==> config.mk <==
export PLATFORM = sky130hd
export DESIGN_NAME = tac_lane
export DESIGN_NICKNAME = d
export VERILOG_FILES = /design/src/hw/rtl/triangle_arrow_classifier_macros.svh /design/src/hw/rtl/tac_pkg.sv /design/src/hw/rtl/tac_lane.sv
export SDC_FILE = /design/constraint.sdc
export NUM_CORES = 2
export LEC_CHECK = 0
export BUFFER_PORTS_ARGS = -buffer_cell sky130_fd_sc_hd__clkbuf_2
export CAP_MARGIN = 20
export CORE_MARGIN = 2
export CORE_UTILIZATION = 35
export CTS_CLUSTER_DIAMETER = 120
export DETAILED_ROUTE_END_ITERATION = 16
export MAX_ROUTING_LAYER = met4
export PLACE_DENSITY_LB_ADDON = 0.25
export SLEW_MARGIN = 10
export SYNTH_ARGS = -nofsm -noshare
export SYNTH_HDL_FRONTEND = slang
export SYNTH_SLANG_ARGS = --single-unit
==> constraint.sdc <==
create_clock -name clk -period 7 [get_ports clk]
set_clock_uncertainty 0.05 [all_clocks]
set_input_delay 0 -clock clk [delete_from_list [all_inputs] [get_ports clk]]
set_output_delay 0 -clock clk [all_outputs]
set_load 0.01 [all_outputs]
==> src/hw/rtl/triangle_arrow_classifier_macros.svh <==
// Assertion macros shared by the classifier RTL.
`ifndef TRIANGLE_ARROW_CLASSIFIER_MACROS_SVH
`define TRIANGLE_ARROW_CLASSIFIER_MACROS_SVH
`ifndef SYNTHESIS
`define TAC_ASSERT_IMP(lbl, ante, cons) \
	lbl: assert property (@(posedge clk) disable iff (!arst_n) (ante) |-> (cons)) \
		else $error("classifier check failed");
`define TAC_ASSERT_NXT(lbl, ante, cons) \
	lbl: assert property (@(posedge clk) disable iff (!arst_n) (ante) |=> (cons)) \
		else $error("classifier check failed");
`else
`define TAC_ASSERT_IMP(lbl, ante, cons)
`define TAC_ASSERT_NXT(lbl, ante, cons)
`endif
`endif

==> src/hw/rtl/tac_pkg.sv <==
package tac_pkg;

	localparam int CoordBits = 12;
	localparam int InW       = 12;
	localparam int AreaW     = 24;
	localparam int TolW      = 10;
	localparam int FracBits  = 4;
	localparam int CfgIdxW   = 2;
	localparam int CfgDataW  = 24;

	localparam int RootW     = CoordBits + FracBits + 1;
	localparam int LaneLat   = RootW + 2;
	localparam int PipeDepth = LaneLat + 2;

	localparam logic [AreaW-1:0] AreaLowRst  = AreaW'(100);
	localparam logic [AreaW-1:0] AreaHighRst = AreaW'(500);
	localparam logic [TolW-1:0]  SideTolRst  = TolW'(102);

	typedef logic [CoordBits-1:0] coord_t;
	typedef logic [InW-1:0]       in_coord_t;
	typedef logic [RootW-1:0]     len_t;

	typedef enum logic [CfgIdxW-1:0] {
		RegAreaLow  = 2'd0,
		RegAreaHigh = 2'd1,
		RegSideTol  = 2'd2
	} reg_idx_t;

	typedef struct packed {
		logic area_ok;
		logic down;
	} side_t;

	function automatic coord_t to_coord(in_coord_t v);
		logic [InW+CoordBits-1:0] w;
		w = {{CoordBits{1'b0}}, v};
		return w[CoordBits-1:0];
	endfunction

	function automatic len_t len_diff(len_t a, len_t b);
		return (a > b) ? a - b : b - a;
	endfunction

endpackage

==> src/hw/rtl/tac_lane.sv <==
module tac_lane import tac_pkg::*; (
	input  logic               clk,
	input  logic [LaneLat-1:0] en,
	input  coord_t             ax,
	input  coord_t             ay,
	input  coord_t             bx,
	input  coord_t             by,
	output len_t               len
);

	localparam int SqW  = 2 * CoordBits;
	localparam int D2W  = SqW + 1;
	localparam int RadW = 2 * RootW;
	localparam int RemW = RootW + 2;
	localparam int CurW = RemW + 2;

	coord_t         dx, dy;
	logic [SqW-1:0] dx2_s1, dy2_s1;
	logic [D2W-1:0] d2_s2;
	logic [RadW-1:0] rad_s [RootW];
	logic [RemW-1:0] rem_s [RootW];
	len_t            root_s [RootW];

	assign dx = (ax > bx) ? ax - bx : bx - ax;
	assign dy = (ay > by) ? ay - by : by - ay;

	always_ff @(posedge clk) begin
		if (en[0]) begin
			dx2_s1 <= SqW'(dx) * SqW'(dx);
			dy2_s1 <= SqW'(dy) * SqW'(dy);
		end
	end

	always_ff @(posedge clk) begin
		if (en[1]) begin
			d2_s2 <= D2W'(dx2_s1) + D2W'(dy2_s1);
		end
	end

	// one root bit per stage, radicand is d2 scaled by 2^(2*FracBits)
	for (genvar k = 0; k < RootW; k++) begin : g_root
		logic [RadW-1:0] rad_in;
		logic [RemW-1:0] rem_in;
		len_t            root_in;
		logic [CurW-1:0] cur;
		logic [CurW-1:0] trial;

		if (k == 0) begin : g_first
			assign rad_in  = RadW'({d2_s2, {(2 * FracBits){1'b0}}});
			assign rem_in  = '0;
			assign root_in = '0;
		end else begin : g_next
			assign rad_in  = rad_s[k-1];
			assign rem_in  = rem_s[k-1];
			assign root_in = root_s[k-1];
		end

		assign cur   = {rem_in, rad_in[RadW-1-2*k -: 2]};
		assign trial = CurW'({root_in, 2'b01});

		always_ff @(posedge clk) begin
			if (en[k+2]) begin
				rad_s[k] <= rad_in;
				if (cur >= trial) begin
					rem_s[k]  <= RemW'(cur - trial);
					root_s[k] <= {root_in[RootW-2:0], 1'b1};
				end else begin
					rem_s[k]  <= RemW'(cur);
					root_s[k] <= {root_in[RootW-2:0], 1'b0};
				end
			end
		end
	end

	assign len = root_s[RootW-1];

endmodule

# Word level (Yosys, flattened, before mapping)
# Memories as Yosys holds them, arrays and structs flattened.
# Cells that the tools add are included.
[word_totals]
regBits = 73
ram_bits = 1190
output_inout_bits = 17
n_memories = 3
[op_classes]
add_sub_neg = 22
n_mul = 2
order_cmp = 19
mux = 172
bitwise_logic = 34
[memory_table]
columns = ["name", "words", "word_bits", "read_ports", "rd_ports_with_merged_regs", "write_ports", "line_no", "source"]
rows = [
  ["rad_s", 17, 34, 16, 0, 17, "tac_lane.sv:20", "logic [RadW-1:0] rad_s [RootW];"],
  ["rem_s", 17, 19, 16, 0, 17, "tac_lane.sv:21", "logic [RemW-1:0] rem_s [RootW];"],
  ["root_s", 17, 17, 17, 0, 17, "tac_lane.sv:22", "len_t root_s [RootW];"],
]
[op_table]
columns = ["operator", "count"]
rows = [
  [">= comparator 21 x 19 -> 1 bit", 16],
  ["2-to-1 mux 19 bit", 17],
  ["subtractor 19 bit", 16],
  ["2-to-1 mux 17 bit", 17],
  ["2-to-1 mux 1 bit", 136],
  ["multiplier 12 x 12 -> 24 bit", 2],
  ["subtractor 12 bit", 4],
  ["bitwise OR 1 bit", 34],
  ["adder 24 x 24 -> 25 bit", 1],
  ["greater-than comparator 12 bit", 2],
  ["2-to-1 mux 12 bit", 2],
  ["subtractor 1 x 1 -> 2 bit (second input constant)", 1],
  [">= comparator 1 bit (second input constant)", 1],
]

# Logic depth before layout (Yosys ltp)
# An unclocked memory read counts as a cell.
[logic_depth]
depth_word = 6
mapped_depth = 35
ltp_nobuf = 34

# Least setup slack after synthesis
# Ideal clock, no wire load.
[synth_timing]
path_kind = "input to register"
start = "in ay[0]"
end = "reg dy2_s1[23] (data pin)"
arrival_ps = 7306
required_ps = 6690
path_slack_ps = -616
path_stages = 33
n_path_buf = 2
cell_sequence = "inv_1 > ha_1 > inv_1 > fa_1 > a211oi_1 > o21ai_0 > nand3b_1 > and2_0 > clkbuf_1 > mux2_1 > a211oi_2 > xor2_1 > buf_2 > nor2_1 > inv_1 > fa_1 > inv_1 > fa_1 > fa_1 > fa_1 > inv_1 > fa_1 > inv_1 > ha_1 > and2_1 > a41o_1 > a211o_1 > a21o_1 > a21oi_1 > o211ai_1 > o221a_2 > o22ai_1 > xnor2_1"
[synth_between]
elab_chain_len = 3
word_cells_on_any_way = 5
[synth_rtl]
columns = ["item", "line_no", "source"]
rows = [
  ["from (decl)", "tac_lane.sv:5", "input coord_t ay,"],
  ["subtractor 12 bit / greater-than comparator 12 bit (equally long branches)", "tac_lane.sv:25", "assign dy = (ay > by) ? ay - by : by - ay;"],
  ["2-to-1 mux 12 bit (*)", "tac_lane.sv:25", ""],
  ["multiplier 12 x 12 -> 24 bit (*)", "tac_lane.sv:30", "dy2_s1 <= SqW'(dy) * SqW'(dy);"],
  ["to (signal assigned)", "tac_lane.sv:30", ""],
  ["to (decl)", "tac_lane.sv:18", "logic [SqW-1:0] dx2_s1, dy2_s1;"],
]
# Every way passes the cells marked *; elsewhere a longest branch is shown, timed or not.
# A chain may end at the register's enable or synchronous reset.

# Worst setup path after layout
# Same ends and word-level chain as after synthesis.

==> impl_metrics.env <==
export IMPL_drive_above_1_share_pct=14.7
export IMPL_drc_errors=0
export IMPL_tns_ps=0
export IMPL_gp_congestion=0.860
export IMPL_start_util_pct=35.3
export IMPL_synthFlopType="edfxtp_1"
export IMPL_cts_root_buf="clkbuf_16"
export IMPL_critPathCaptureType="register"
export IMPL_die_h_um=346
export IMPL_syn_area_sq_um=41100
export IMPL_wl_mm=78.0
export IMPL_h_tree_depth=3
export IMPL_overflow=0
export IMPL_synthTopCellsByArea="edfxtp_1, ha_1, fa_1"
export IMPL_maxClockFrequency_mhz=150
export IMPL_max_cap_violations=0
export IMPL_finalNonFillerCells=5600
export IMPL_grt_pass1_vias=27200
export IMPL_io_pins=85
export IMPL_rrSetupSlack_ps=2940
export IMPL_drt_first_pass_iters=5
export IMPL_endpoint="dy2_s1[23]"
export IMPL_io_buffers=84
export IMPL_cts_tree="yes"
export IMPL_path_class="in2reg"
export IMPL_clock_sinks=656
export IMPL_crit_top_cell="fa_1"
export IMPL_ys_seq_area_share_pct=48.0
export IMPL_tightest_slew_ps=1010
export IMPL_cts_made_buffers=78
export IMPL_post_place_cells=5449
export IMPL_path_clk_slew_ps=60
export IMPL_synth_top_area_share_pct=47.9
export IMPL_maxSlewHeadroom_pct=32.7
export IMPL_max_stage_delay_ps=530
export IMPL_synth_common_cells="edfxtp_1, inv_1, ha_1, nor2_1, nand2_1"
export IMPL_setup_viol_count_final=0
export IMPL_yosysMostFrequentCell="edfxtp_1"
export IMPL_wl_per_cell_um=13.9
export IMPL_clkLatencyLatePin_ps=630
export IMPL_r2r_end="d2_s2[22]"
export IMPL_critPathArrivalTime_ps=6980
export IMPL_synth_cell_type_count=88
export IMPL_crit_required_ps=7310
export IMPL_rows=125
export IMPL_viasPerCell=4.67
export IMPL_core_area_sq_um=116000
export IMPL_num_antenna_cells=0
export IMPL_vias=26200
export IMPL_min_path_type="in2reg"
export IMPL_hpwl_mm=62.6
export IMPL_yosysTopAreaCell="edfxtp_1"
export IMPL_synth_nets=4243
export IMPL_nets=4611
export IMPL_synth_edf_count=655
export IMPL_status="complete, no violations"
export IMPL_async_flop_share_pct=0
export IMPL_ant_nets=0
export IMPL_period_share_pct=95.4
export IMPL_holdPathStages=2
export IMPL_syn_area_per_cell_sq_um=11.3
export IMPL_drt_iter0_drc=966
export IMPL_worstPathMaxFanout=5
export IMPL_syn_inst=3649
export IMPL_cp_startpoint="ay[0]"
export IMPL_ys_warn_count=0
export IMPL_timing_final_ws_setup_ps=325
export IMPL_start_kind="primary input"
export IMPL_fillers=11100
export IMPL_track_usage_pct=13.7
export IMPL_r2r_start="dx2_s1[2]"
export IMPL_die_x_um=346
export IMPL_antenna_found_initial=0
export IMPL_hold_viol=0
export IMPL_preCtsSetupSlack_ps=-386
export IMPL_r2r_cells=13
export IMPL_clockBufferDepth=3
export IMPL_grt_pass1_wl_mm=131
export IMPL_syn2layout_area_growth_pct=16.8
export IMPL_finalCriticalPeriod_ps=6680
export IMPL_slowest_stage="fa_1"
export IMPL_dieArea_sq_um=120000
export IMPL_grt_max_degree=47
export IMPL_drv_slew=0
export IMPL_final_util_pct=41.3
export IMPL_synth_seq_cells=656
-- state kept, by name (all words and copies together), names as in the netlist --
| signal | flops |
|---|---|
| rem_s | 276 |
| dx2_s1 | 23 |
| rad_s | 156 |
| d2_s2 | 25 |
| root_s | 153 |
| dy2_s1 | 23 |
-- placed cells by master (no fill, tap or decap), types with 48 or more instances in the layout --
cell and n:
edfxtp_1 655, nor2_1 292, nand2b_1 48, clkbuf_16 81
buf_4 257, inv_1 551, nand2_1 203, xnor2_1 163
nor3_1 82, xor2_1 106, fa_1 170, clkbuf_2 84
o21ai_0 140, a21o_1 69, ha_1 341, a21oi_1 197
-- layout make-up --
type	instances	area [sq um]	area share [%]
Tap cell	1524	1910	3.98
Clock inverter	45	317	0.660
Inverter	568	2130	4.45
Sequential cell	656	19700	41.1
Timing Repair Buffer	351	2450	5.12
Clock buffer	94	2080	4.33
Multi-Input combinational cell	2362	19400	40.4
-- worst max-delay path, delay by kind of cell --
family,cells,cell delay (ps)
AOI/OAI and AO/OA,10,1950
xor gates and xnor gates,2,190
adders and majority gates,8,3180
buffers and inverters,9,680
muxes,1,310
and+or+nand+nor,4,690
-- metal layers --
metal | wire (um) | share of wire (%) | GRT usage [%]
met4 | 2680 | 3.4 | 5.07
met2 | 42200 | 54 | 25.6
met3 | 2240 | 2.9 | 2.01
met1 | 30800 | 40 | 14.4
met5 | 0 | 0 | -
-- worst min-delay path by stage --
| stage | startpoint | endpoint | slack (ps) |
|---|---|---|---|
| after global placement | rad_s[0][251] | rad_s[0][285] | 350 |
| after detailed placement | rad_s[0][77] | rad_s[0][111] | 350 |
| after CTS | en[1] | d2_s2[4] | 40 |
| final | en[10] | rad_s[0][285] | 30 |
| after global routing | en[10] | rad_s[0][285] | 40 |
| after floorplan | en[1] | d2_s2[0] | 60 |
-- metrics by stage --
stage	area (sq um)	hold slack [ps]
floorplan	41400	62.5
global placement	45300	350
detailed placement	45300	355
CTS	47800	36.9
global route	47900	36.0
finish	47900	28.6
-- logic make-up after synthesis --
| group | share of synthesized area (%) |
|---|---|
| simple gates | 10.5 |
| flops | 48.0 |
| buf+inv | 5.83 |
| compound gates | 9.34 |
| fa+ha+maj | 19.2 |
| xor+xnor | 6.06 |
| mux | 1.14 |
-- timing repair --
item	CTS	global route
endpoints found under the hold margin	294	0
hold buffers	8	0
buffers inserted	0	3
setup endpoints to repair	0	6
gates resized for setup	0	23
Power is not shown: default switching activity piles up to over one toggle a cycle in this logic, so the estimate is an artifact.
