$ cat src/hw/rtl/triangle_arrow_classifier_macros.svh
// Assertion macros shared by the classifier RTL.
`ifndef TRIANGLE_ARROW_CLASSIFIER_MACROS_SVH
`define TRIANGLE_ARROW_CLASSIFIER_MACROS_SVH
`ifndef SYNTHESIS
`define TAC_ASSERT_IMP(lbl, ante, cons) \
	lbl: assert property (@(posedge clk) disable iff (!arst_n) (ante) |-> (cons)) \
		else $error("classifier check failed");
`define TAC_ASSERT_NXT(lbl, ante, cons) \
	lbl: assert property (@(posedge clk) disable iff (!arst_n) (ante) |=> (cons)) \
		else $error("classifier check failed");
`else
`define TAC_ASSERT_IMP(lbl, ante, cons)
`define TAC_ASSERT_NXT(lbl, ante, cons)
`endif
`endif

$ cat src/hw/rtl/tac_pkg.sv
package tac_pkg;

	localparam int CoordBits = 12;
	localparam int InW       = 12;
	localparam int AreaW     = 24;
	localparam int TolW      = 10;
	localparam int FracBits  = 4;
	localparam int CfgIdxW   = 2;
	localparam int CfgDataW  = 24;

	localparam int RootW     = CoordBits + FracBits + 1;
	localparam int LaneLat   = RootW + 2;
	localparam int PipeDepth = LaneLat + 2;

	localparam logic [AreaW-1:0] AreaLowRst  = AreaW'(100);
	localparam logic [AreaW-1:0] AreaHighRst = AreaW'(500);
	localparam logic [TolW-1:0]  SideTolRst  = TolW'(102);

	typedef logic [CoordBits-1:0] coord_t;
	typedef logic [InW-1:0]       in_coord_t;
	typedef logic [RootW-1:0]     len_t;

	typedef enum logic [CfgIdxW-1:0] {
		RegAreaLow  = 2'd0,
		RegAreaHigh = 2'd1,
		RegSideTol  = 2'd2
	} reg_idx_t;

	typedef struct packed {
		logic area_ok;
		logic down;
	} side_t;

	function automatic coord_t to_coord(in_coord_t v);
		logic [InW+CoordBits-1:0] w;
		w = {{CoordBits{1'b0}}, v};
		return w[CoordBits-1:0];
	endfunction

	function automatic len_t len_diff(len_t a, len_t b);
		return (a > b) ? a - b : b - a;
	endfunction

endpackage

$ cat src/hw/rtl/tac_merge.sv
module tac_merge import tac_pkg::*; (
	input  logic            clk,
	input  logic [1:0]      en,
	input  len_t            len_ab,
	input  len_t            len_ac,
	input  len_t            len_bc,
	input  logic [TolW-1:0] side_tolerance,
	input  side_t           side_in,
	output logic            accepted,
	output logic            points_down
);

	localparam int LimW = TolW + RootW;

	logic [LimW-1:0] limit_s1;
	len_t            d_acbc_s1, d_acab_s1, d_bcab_s1;
	side_t           side_s1;
	logic            iso;
	logic            acc_s2, down_s2;

	always_ff @(posedge clk) begin
		if (en[0]) begin
			limit_s1  <= LimW'(side_tolerance) * LimW'(len_ab);
			d_acbc_s1 <= len_diff(len_ac, len_bc);
			d_acab_s1 <= len_diff(len_ac, len_ab);
			d_bcab_s1 <= len_diff(len_bc, len_ab);
			side_s1   <= side_in;
		end
	end

	// scaling the difference by 2^TolW puts both sides in Q13.14
	assign iso = ({d_acbc_s1, {TolW{1'b0}}} <= limit_s1) ||
	             ({d_acab_s1, {TolW{1'b0}}} <= limit_s1) ||
	             ({d_bcab_s1, {TolW{1'b0}}} <= limit_s1);

	always_ff @(posedge clk) begin
		if (en[1]) begin
			acc_s2  <= iso && side_s1.area_ok;
			down_s2 <= iso && side_s1.area_ok && side_s1.down;
		end
	end

	assign accepted    = acc_s2;
	assign points_down = down_s2;

endmodule

$ cat config.mk
export PLATFORM = sky130hd
export DESIGN_NAME = tac_merge
export DESIGN_NICKNAME = d
export VERILOG_FILES = /design/src/hw/rtl/triangle_arrow_classifier_macros.svh /design/src/hw/rtl/tac_pkg.sv /design/src/hw/rtl/tac_merge.sv
export SDC_FILE = /design/constraint.sdc
export NUM_CORES = 1
export LEC_CHECK = 0
export ABC_AREA = 1
export ABC_CLOCK_PERIOD_IN_PS = 8000
export BUFFER_PORTS_ARGS = -buffer_cell sky130_fd_sc_hd__buf_2
export CORE_ASPECT_RATIO = 0.75
export CORE_MARGIN = 2
export CORE_UTILIZATION = 60
export CTS_BUF_LIST = sky130_fd_sc_hd__clkbuf_4 sky130_fd_sc_hd__clkbuf_8
export DETAILED_ROUTE_END_ITERATION = 10
export PLACE_DENSITY = 0.79
export REMOVE_ABC_BUFFERS = 1
export SLEW_MARGIN = 20
export SYNTH_ARGS = -nofsm -noshare
export SYNTH_HDL_FRONTEND = slang
export SYNTH_SLANG_ARGS = --single-unit
$ cat constraint.sdc
create_clock -name clk -period 8 [get_ports clk]
set_clock_uncertainty 0.05 [all_clocks]
set_input_delay 0.4 -clock clk [delete_from_list [all_inputs] [get_ports clk]]
set_output_delay 0.4 -clock clk [all_outputs]
set_load 0.02 [all_outputs]
# ---- Yosys cells after proc, flatten, opt, wreduce, memory -nomap -nowiden
# Index checks and enable logic that the tools add are counted.
dict set report op_classes {
  add_sub_neg 6
  mul 1
  n_lt_le_gt_ge 6
  muxes 3
  reduce_logical 4
}
# op count
set op_table {}
lappend op_table {{17-bit subtractor} 6}
lappend op_table {{27-bit <= comparator} 3}
lappend op_table {{17-bit > comparator} 3}
lappend op_table {{17-bit two-way mux} 3}
lappend op_table {{10-bit by 17-bit multiplier with 27-bit output} 1}
lappend op_table {{1-bit logical AND} 2}
lappend op_table {{1-bit logical OR} 2}
dict set report totals {
  ff_bits 82
  output_inout_bits 2
}

# ---- Longest topological paths before layout
# Gate-level depths: netlist of run 1.
dict set report depth {
  depth_word 5
  ltp_mapped 23
  depth_no_buf 21
}

# ---- Least setup slack after synthesis of run 1
# OpenSTA, ideal clock, no wires.
dict set report synth_path {
  path_type {input port to flip-flop}
  startpoint {input side_tolerance[9]}
  endpoint {register limit_s1[23] (data pin)}
  setup_time_ns 0.253
  arrival_ns 4.907
  required_ns 7.697
  setup_slack_ns 2.790
  stages 18
  n_path_buf 2
  path_cell_list {clkbuf_1 clkbuf_1 nand2_1 fa_1 fa_1 inv_1 fa_1 fa_1 inv_1 fa_1 inv_1 ha_1 nand2_1 nor2_1 nand4_1 or2_2 nand4_1 nand2_1}
}
dict set report synth_via {
  elab_chain_cells 1
}
# item line
set synth_lines {}
lappend synth_lines {{from (decl)} tac_merge.sv:7} ;# input logic [TolW-1:0] side_tolerance,
lappend synth_lines {{10-bit by 17-bit multiplier with 27-bit output} tac_merge.sv:23} ;# limit_s1 <= LimW'(side_tolerance) * LimW'(len_ab);
lappend synth_lines {{to (signal assigned)} tac_merge.sv:23}
lappend synth_lines {{to (decl)} tac_merge.sv:15} ;# logic [LimW-1:0] limit_s1;
# Every way passes these cells.
# A chain may end at the register's enable or synchronous reset.

# ---- Worst setup path after layout of run 1
dict set report layout_path {
  startpoint {input side_tolerance[1]}
  endpoint {register limit_s1[25] (data pin)}
}
# Same word-level chain as after synthesis.

==> impl_metrics.toml, run 1 <==
[outcome]
status = "finished clean"

[detailed_routing]
wl_per_cell_um = 19.06
ant_nets = 0
drt_iter0_markers = 1805
vias_per_cell = 5.609
first_pass_iters = 7
via_count = 14370
drc = 0
wl_mm = 48.82

[synth]
synth-seq-area-share = 0.1584
yosysTopAreaCellShare = 0.1707
syn_area_mm2 = 0.01554
synth_area_leaders = "ha_1, nand2_1, fa_1"
synth_warnings = 0
ys_types = 41
synth_cells = 2210
syn_area_per_cell_um2 = 7.033
yosys.area.top_type = "ha_1"
synth_seq_cells = 82

[placed_design]
gp_congestion = 1.080
dp.cells = 2545
dp.final_hpwl_mm = 41.83
port_buffers = 67

[job]
maxCapViolCount = 0

[clock_network]
postCtsSetupBuffers = 0
cts_num_sinks = 82
cts_max_level = 3
cts_buffers = 9
clk_pin_slew_ns = 0.09
clk_latency_ns = 0.35
cts_tree = "yes"
cts.path.max_buffers = 2
cts_resized = 0
cts_root_buf = "clkbuf_8"
hold_buffers = 0

[power_and_ir_drop]
powerDensity_mw_per_mm2 = 282.1
vdd_ir_drop_max_v = 0.0002662
leakagePower_nw = 9.300
power_mw = 4.558

[global_routing]
grt.total_usage = 0.3639
grt_pass1_vias = 13250
grt_remaining_overflow = 0
grt_pass1_wl_mm = 75.14
antenna_found_initial = 2
grt_max_degree = 81

[timing]
hold_viol = 0
fin_crit_ns = 5.131
fin_crit_sh = 0.6414
clock.fmax_mhz = 194.9
setup_viol = 0
worst_pin_slew_ns = 0.9627
slew_violations = 0
tns_ns = 0
max_slew_margin = 0.3582
rsz0062_at_grt = "no"

[die]
initial_core_util = 0.6165
coreArea_mm2 = 0.02521
die_w_um = 189.9
ios = 68
die_y_um = 143.4
die_area_mm2 = 0.02722
rows = 50

[critical_path]
worstSetupEndpointType = "flop"
critical_path_class = "input pin to flop"
worstPathMaxFanout = 17
start_kind = "input pin"
critPathArrivalTime_ns = 5.18
critical_path_required_ns = 8.05

[layout]
fillCellCount = 2330
multi_input_area_mm2 = 0.01107
syn_to_final_growth_pct = 3.928
drive_above_1_share = 0.05353
final_cells = 2561
nets = 2620
regArea_mm2 = 0.002462
antenna_cells = 0

[min_path]
min_path_type = "input pin to flop"
## critical path, cell delays in order
cell	delay (ns)
buf_2	0.30
nand2_1	0.14
fa_1	0.61
inv_1	0.07
fa_1	0.53
fa_1	0.45
fa_1	0.57
inv_1	0.06
fa_1	0.54
inv_1	0.06
ha_1	0.36
a21oi_1	0.28
o21ai_0	0.19
a21oi_1	0.17
nand2_1	0.16
a21o_1	0.19
nand2_1	0.05
nand2_1	0.05
## cell usage in the layout (no fill, tap or decap), types with 4 or more instances in the layout
cell	count
a21boi_0	4
a21o_1	16
a21oi_1	138
buf_2	66
clkbuf_8	9
edfxtp_1	82
fa_1	124
ha_1	212
inv_1	428
inv_2	8
nand2_1	665
nand2_2	10
nand3_1	68
nand4_1	13
nor2_1	145
nor3_1	8
o211ai_1	6
o21ai_0	81
o21bai_1	19
xnor2_1	9
xor2_1	70
## flip-flops by register name, indices dropped and copies added, names as in the netlist
name and cells:
limit_s1 27, d_bcab_s1 17, d_acab_s1 17, accepted 1, points_down 1, d_acbc_s1 17
side_s1 2
## per-layer routing
layer	wire length (um)	track usage
met3	6787	0.1096
met2	18610	0.4902
met4	532	0.05100
met5	0	0
met1	22890	0.5747
## through the flow
step                setup slack (ns)  cell area [um^2]  utilization  hold WS (ns)
global route                   2.676             16150       0.6407        0.1610
CTS                            2.982             16150       0.6407        0.1632
global placement               2.570             15950       0.6328        0.4801
detailed placement             2.616             15950       0.6328        0.4959
finish                         2.869             16150       0.6407        0.1765
floorplan                      3.353             15190            -        0.4489
## synthesized netlist by cell type, drive strengths merged
| library cell | n |
|---|---|
| a21o | 16 |
| a21boi | 5 |
| xor2 | 70 |
| nor4 | 4 |
| o21ai | 83 |
| o211ai | 6 |
| nor2 | 151 |
| fa | 124 |
| edfxtp | 82 |
| and2 | 1 |
| nor3b | 1 |
| nor3 | 8 |
| a211oi | 2 |
| nand3 | 70 |
| buf | 23 |
| nand2 | 678 |
| inv | 439 |
| nand3b | 3 |
| o21bai | 19 |
| nand4 | 13 |
| xnor2 | 9 |
| clkbuf | 47 |
| or2 | 2 |
| a21oi | 138 |
| o21a | 1 |
| a31oi | 3 |
| ha | 212 |
## final timing paths
kind / startpoint / endpoint / slack [ns] / depth (start not counted)
setup / recovery: side_tolerance[1] / limit_s1[25] / 2.87 / 18
setup reg to reg: limit_s1[26] / points_down / 5.86 / 13
hold reg to reg: side_s1[1] / accepted / 0.51 / 2
hold / removal: side_in[1] / side_s1[1] / 0.18 / 1
## report_power, final
group	leakage [nW]	internal [mW]	switching, mW
Combinational	8.40	1.17	2.33
Clock	0.100	0.147	0.154
Sequential	0.800	0.713	0.0368
## cells by family after synthesis
logic type,synth area share
XOR/XNOR,0.04451
AO/OA/AOI/OAI,0.09627
adder cells (fa/ha/maj),0.3304
buffers and inverters,0.1291
flip-flops,0.1584
AND/OR/NAND/NOR,0.2413
## layout make-up
type                    instances  share of cell area
inverters                     439              0.1025
multi-input cells            1619              0.6855
well taps                     338             0.02618
flip-flops and latches         82              0.1524
repair buffers                 67             0.02091
clock buffers                   9            0.007668
clock inverters                 7            0.004802
Power figures use the tool's default switching activity.
==> run 2: changes to the inputs <==
Settings changed: ABC_CLOCK_PERIOD_IN_PS 8000 to 5200.
Clock period 8 ns to 5.2 ns, I/O delays scaled along.
==> run 2 against run 1 <==
  * Core utilization increased by 1.3 points
  * Setup slack worse by 2.6 ns
  * Wire length about the same
  * Via count increased by 1.1%
  * Highest routed layer unchanged
  * Worst hold slack lost 0.15 ns
  * Count of clock-buffer cells in the layout unchanged
  * Register-to-register slack lost 2.8 ns
  * Sequential share of layout area is 0.29 points lower
  * Cell area up 2.0%
  * Total power up 56%
  * Non-clock buffer count rose by 42
  * Die area unchanged
==> impl_metrics.toml, run 2 (synthesized netlist as in run 1, its figures left out) <==
[detailed_routing]
drt_iter0_markers = 1869
via_count = 14520
drc = 0
wl_mm = 48.77
wl_per_cell_um = 18.74
first_pass_iters = 8
ant_nets = 0
vias_per_cell = 5.580

[critical_path]
crit_path_top_delay_cell = "fa_1"
cpPeakStageDelay_ns = 0.55
crit_buf_inv = 6
critPathArrivalTime_ns = 5.05
critical_path_required_ns = 5.34
cp_top_family = "adder cells"
timing.critical_path.cells = "buf_2, buf_4, nand2_1, fa_1, inv_1, fa_1, fa_1, fa_1, inv_1, fa_1, inv_1, ha_1, nand2_1, nor2_1, inv_1, nor3_1, nand4_1, nand3_1, xor2_1"
worstSetupEndpointType = "flop"
crit_top_cell = "fa_1"
start_kind = "input pin"
worstPathMaxFanout = 10
critical_path_class = "input pin to flop"

[clock_network]
cts_buffers = 9
cts_max_level = 3
cts_tree = "yes"
hold_buffers = 0
clk_latency_ns = 0.36
cts_root_buf = "clkbuf_8"
postCtsSetupBuffers = 0
cts_resized = 0
cts_num_sinks = 82
cts.path.max_buffers = 2
clk_pin_slew_ns = 0.09

[layout]
mostFrequentLayoutCells = "nand2_1, inv_1, ha_1"
final_common_cell = "nand2_1"
syn_to_final_growth_pct = 5.956
fin_util = 0.6533
largest_reg_flops = 27
fin_area_mm2 = 0.01647
final_cells = 2603
nets = 2662
max_flop_register = "limit_s1"
antenna_cells = 0
drive_above_1_share = 0.07108

[die]
ios = 68
initial_core_util = 0.6165
rows = 50
die_y_um = 143.4
coreArea_mm2 = 0.02521
die_w_um = 189.9
die_area_mm2 = 0.02722

[timing]
rsz0062_at_grt = "no"
fin_crit_ns = 4.902
fin_crit_sh = 0.9426
max_slew_margin = 0.3500
slew_violations = 0
setup_viol = 0
hold_viol = 0
clock.fmax_mhz = 204.0
worst_pin_slew_ns = 0.9750
tns_ns = 0

[power_and_ir_drop]
vdd_ir_drop_max_v = 0.0004732
powerDensity_mw_per_mm2 = 432.0
power_mw = 7.115
leakagePower_nw = 9.501

[outcome]
status = "finished clean"

[placed_design]
placed_cell_area_mm2 = 0.01627
dp.cells = 2587
port_buffers = 67
dp.final_hpwl_mm = 42.55
gp_congestion = 1.029

[job]
maxCapViolCount = 0

[global_routing]
grt.total_usage = 0.3643
antenna_found_initial = 2
grt_pass1_vias = 13210
grt_pass1_wl_mm = 74.52
grt_max_degree = 81
grt_remaining_overflow = 0

[min_path]
min_path_type = "input pin to flop"
==> run 2: cell count changes in the layout (fill, tap and decap cells not counted), sizes merged <==
cell,previous run,this run
buf,67,109
==> run 2: layout make-up <==
cell class / count / area, um^2
Clock inverter: 7 / 77.57
Multi-Input combinational cell: 1619 / 11070
Timing Repair Buffer: 109 / 653.1
Sequential cell: 82 / 2462
Tap cell: 338 / 422.9
Inverter: 439 / 1655
Fill cell: 2269 / 8742
Clock buffer: 9 / 123.9
==> run 2: worst paths after layout <==
check | startpoint | to | slack, ns | cells after the start
hold reg to reg | side_s1[1] | accepted | 0.50 | 2
setup / recovery | side_tolerance[2] | limit_s1[19] | 0.30 | 19
hold / removal | side_in[1] | side_s1[1] | 0.03 | 1
setup reg to reg | limit_s1[22] | points_down | 3.10 | 13
==> run 2: report_power, final <==
group	internal, mW	total, mW	switching [mW]	leakage, nW
registers	1.10	1.16	0.0642	0.800
clock network	0.226	0.462	0.237	0.100
logic	1.96	5.49	3.53	8.60
total	3.28	7.12	3.83	9.50
==> run 2: stage by stage <==
step / hold WS [ns] / setup WS [ns]
3_3_place_gp: 0.3914 / 0.08393
4_1_cts: 0.01949 / 0.3750
6_report: 0.02766 / 0.2985
3_5_place_dp: 0.3986 / -0.001092
5_1_grt: 0.01385 / 0.08121
2_1_floorplan: 0.3089 / 0.6928
==> run 2: routing by layer <==
metal	routed length, um	vias to the layer above	global-route usage
met3	7225	54	0.1377
met5	0	-	0
met2	17920	807	0.4764
met1	22940	6746	0.5650
met4	690	0	0.06161
li1	-	6917	-
==> run 2: worst register-to-register path: stages (launching register included) <==
cell	delay [ns]
edfxtp_1	0.41
inv_1	0.15
ha_1	0.34
nand2_1	0.08
nor2_1	0.12
nand2_1	0.09
nor2_1	0.16
nand2_1	0.08
nand2_1	0.07
nor2_1	0.04
nor2_1	0.11
nand2_1	0.06
nand2_1	0.07
nor2_1	0.04
==> run 3: changes to the inputs <==
Settings changed: ABC_CLOCK_PERIOD_IN_PS 5200 to 4600.
Clock period 5.2 ns to 4.6 ns, I/O delays scaled along.
==> run 3 against run 2 <==
  * Flip-flop and latch count is the same
  * Sequential power increased by 14%
  * Cell area up 4.7%
  * Combinational power increased by 44%
  * Sequential share of layout area down 0.67 points
  * Via count rose by 5.0%
  * Non-clock buffer count up 73
  * Core utilization grew 3.1 points
  * Final cell count is 2.8% higher
  * Setup slack got worse by 0.26 ns
  * Global-route usage up 1.5 points
  * Largest power group unchanged
  * Highest routed layer unchanged
==> impl_metrics.toml, run 3 (synthesized netlist as in run 1, its figures left out) <==
[min_path]
min_path_cells = 1
min_path_type = "input pin to flop"

[clock_network]
cts.path.max_buffers = 2
cts_max_level = 3
cts_buffers = 9
clk_pin_slew_ns = 0.09
cts_num_sinks = 82
postCtsSetupBuffers = 0
cts_tree = "yes"
clk_latency_ns = 0.37
cts_root_buf = "clkbuf_8"

[placed_design]
dp.final_hpwl_mm = 44.28
post-place-ws_ns = -0.3916
dp.cells = 2658
gp_congestion = 1.050
port_buffers = 67

[global_routing]
grt_remaining_overflow = 0
grt_pass1_vias = 14250
grt_pass1_wl_mm = 78.21
grt_max_degree = 81
grt.total_usage = 0.3797
antenna_found_initial = 0

[critical_path]
critical_path_class = "input pin to flop"
worstPathMaxFanout = 9
worstSetupEndpointType = "flop"
critical_path_required_ns = 4.68
critPathArrivalTime_ns = 4.64
rr_worst_depth = 13
start_kind = "input pin"

[power_and_ir_drop]
power_mw = 9.717
leakagePower_nw = 9.866
powerDensity_mw_per_mm2 = 563.5
vdd_ir_drop_max_v = 0.0006708

[detailed_routing]
wl_per_cell_um = 19.35
via_count = 15250
vias_per_cell = 5.698
drc = 0
ant_nets = 0
first_pass_iters = 6
wl_mm = 51.77
drt_iter0_markers = 1831

[layout]
antenna_cells = 0
final_cells = 2676
final_common_cell = "nand2_1"
max_flop_register = "limit_s1"
mostFrequentLayoutCells = "nand2_1, inv_1, ha_1"
drive_above_1_share = 0.1155
fillCellCount = 2162
largest_reg_flops = 27
syn_to_final_growth_pct = 10.95
nets = 2735

[job]
maxCapViolCount = 0

[die]
ios = 68
die_w_um = 189.9
die_area_mm2 = 0.02722
rows = 50
die_y_um = 143.4
initial_core_util = 0.6165
coreArea_mm2 = 0.02521

[timing]
setup_viol = 0
fin_crit_sh = 0.9923
worst_pin_slew_ns = 1.025
fin_ws_ns = 0.03559
tns_ns = 0
max_slew_margin = 0.3166
clock.fmax_mhz = 219.1
hold_viol = 0
slew_violations = 0
holdWs_ns = 0.03442
fin_crit_ns = 4.564

[outcome]
status = "finished clean"
-- run 3: cell count changes in the layout (fill, tap and decap cells not counted), moves of 6 or more --
| cell | previous run | this run |
|---|---|---|
| a21oi_1 | 138 | 130 |
| a21oi_2 | 0 | 7 |
| buf_2 | 66 | 54 |
| buf_4 | 43 | 114 |
| clkbuf_4 | 0 | 8 |
| ha_1 | 212 | 205 |
| nand2_1 | 665 | 657 |
| nand2_2 | 10 | 18 |
| nor2_1 | 145 | 138 |
| o21ai_0 | 81 | 75 |
-- run 3: path summary, 6_finish.rpt --
path	startpoint	slack [ns]	to
worst max-delay path	side_tolerance[3]	0.04	limit_s1[25]
worst max register to register	limit_s1[26]	2.49	points_down
worst min register to register	side_s1[0]	0.52	points_down
worst min-delay path	en[1]	0.03	accepted
-- run 3: routing by layer --
metal  global-route usage  vias to the layer above  part of all wire
met5                    0                        -                 0
li1                     -                     7063                 -
met2               0.5227                      926              0.39
met1               0.5841                     7183              0.46
met4              0.08201                        0             0.019
met3               0.1067                       75              0.13
-- run 3: final cells by class --
type                            count  area [um^2]  share of cell area
Clock buffer                        9        123.9            0.007183
Timing Repair Buffer              182         1269             0.07357
Sequential cell                    82         2462              0.1428
Tap cell                          338        422.9             0.02452
Clock inverter                      7        45.04            0.002612
Multi-Input combinational cell   1619        11270              0.6533
Inverter                          439         1655             0.09599
-- run 3: worst max-delay path, stage by stage --
cell,delay [ns]
buf_4,0.17
nand2_1,0.11
fa_1,0.55
inv_1,0.07
fa_1,0.50
inv_1,0.05
fa_1,0.48
inv_1,0.06
fa_1,0.52
inv_1,0.06
fa_1,0.54
inv_1,0.07
ha_4,0.26
inv_1,0.09
o21bai_2,0.10
a21oi_1,0.18
nand2_2,0.12
nand3_1,0.10
nand2_1,0.10
a21o_1,0.17
nand2_1,0.06
nand2_1,0.05
-- run 3: repair_timing --
item | 4_1_cts | 5_1_grt
pin swaps | 0 | 3
setup endpoints to repair | 2 | 18
gates resized for setup | 2 | 69
hold buffers | 2 | 0
endpoints found under the hold margin | 2 | 0
-- run 3: where the power goes --
group / switching [mW] / internal (mW) / total (mW)
Sequential: 0.0762 / 1.24 / 1.32
Combinational: 4.78 / 3.14 / 7.92
Clock: 0.280 / 0.194 / 0.474
Total: 5.14 / 4.58 / 9.72
-- run 3: stage by stage --
stage,area [um^2],utilization
global route,17250,0.6840
detailed placement,16830,0.6674
global placement,16830,0.6674
floorplan,15190,-
CTS,17020,0.6750
finish,17250,0.6840
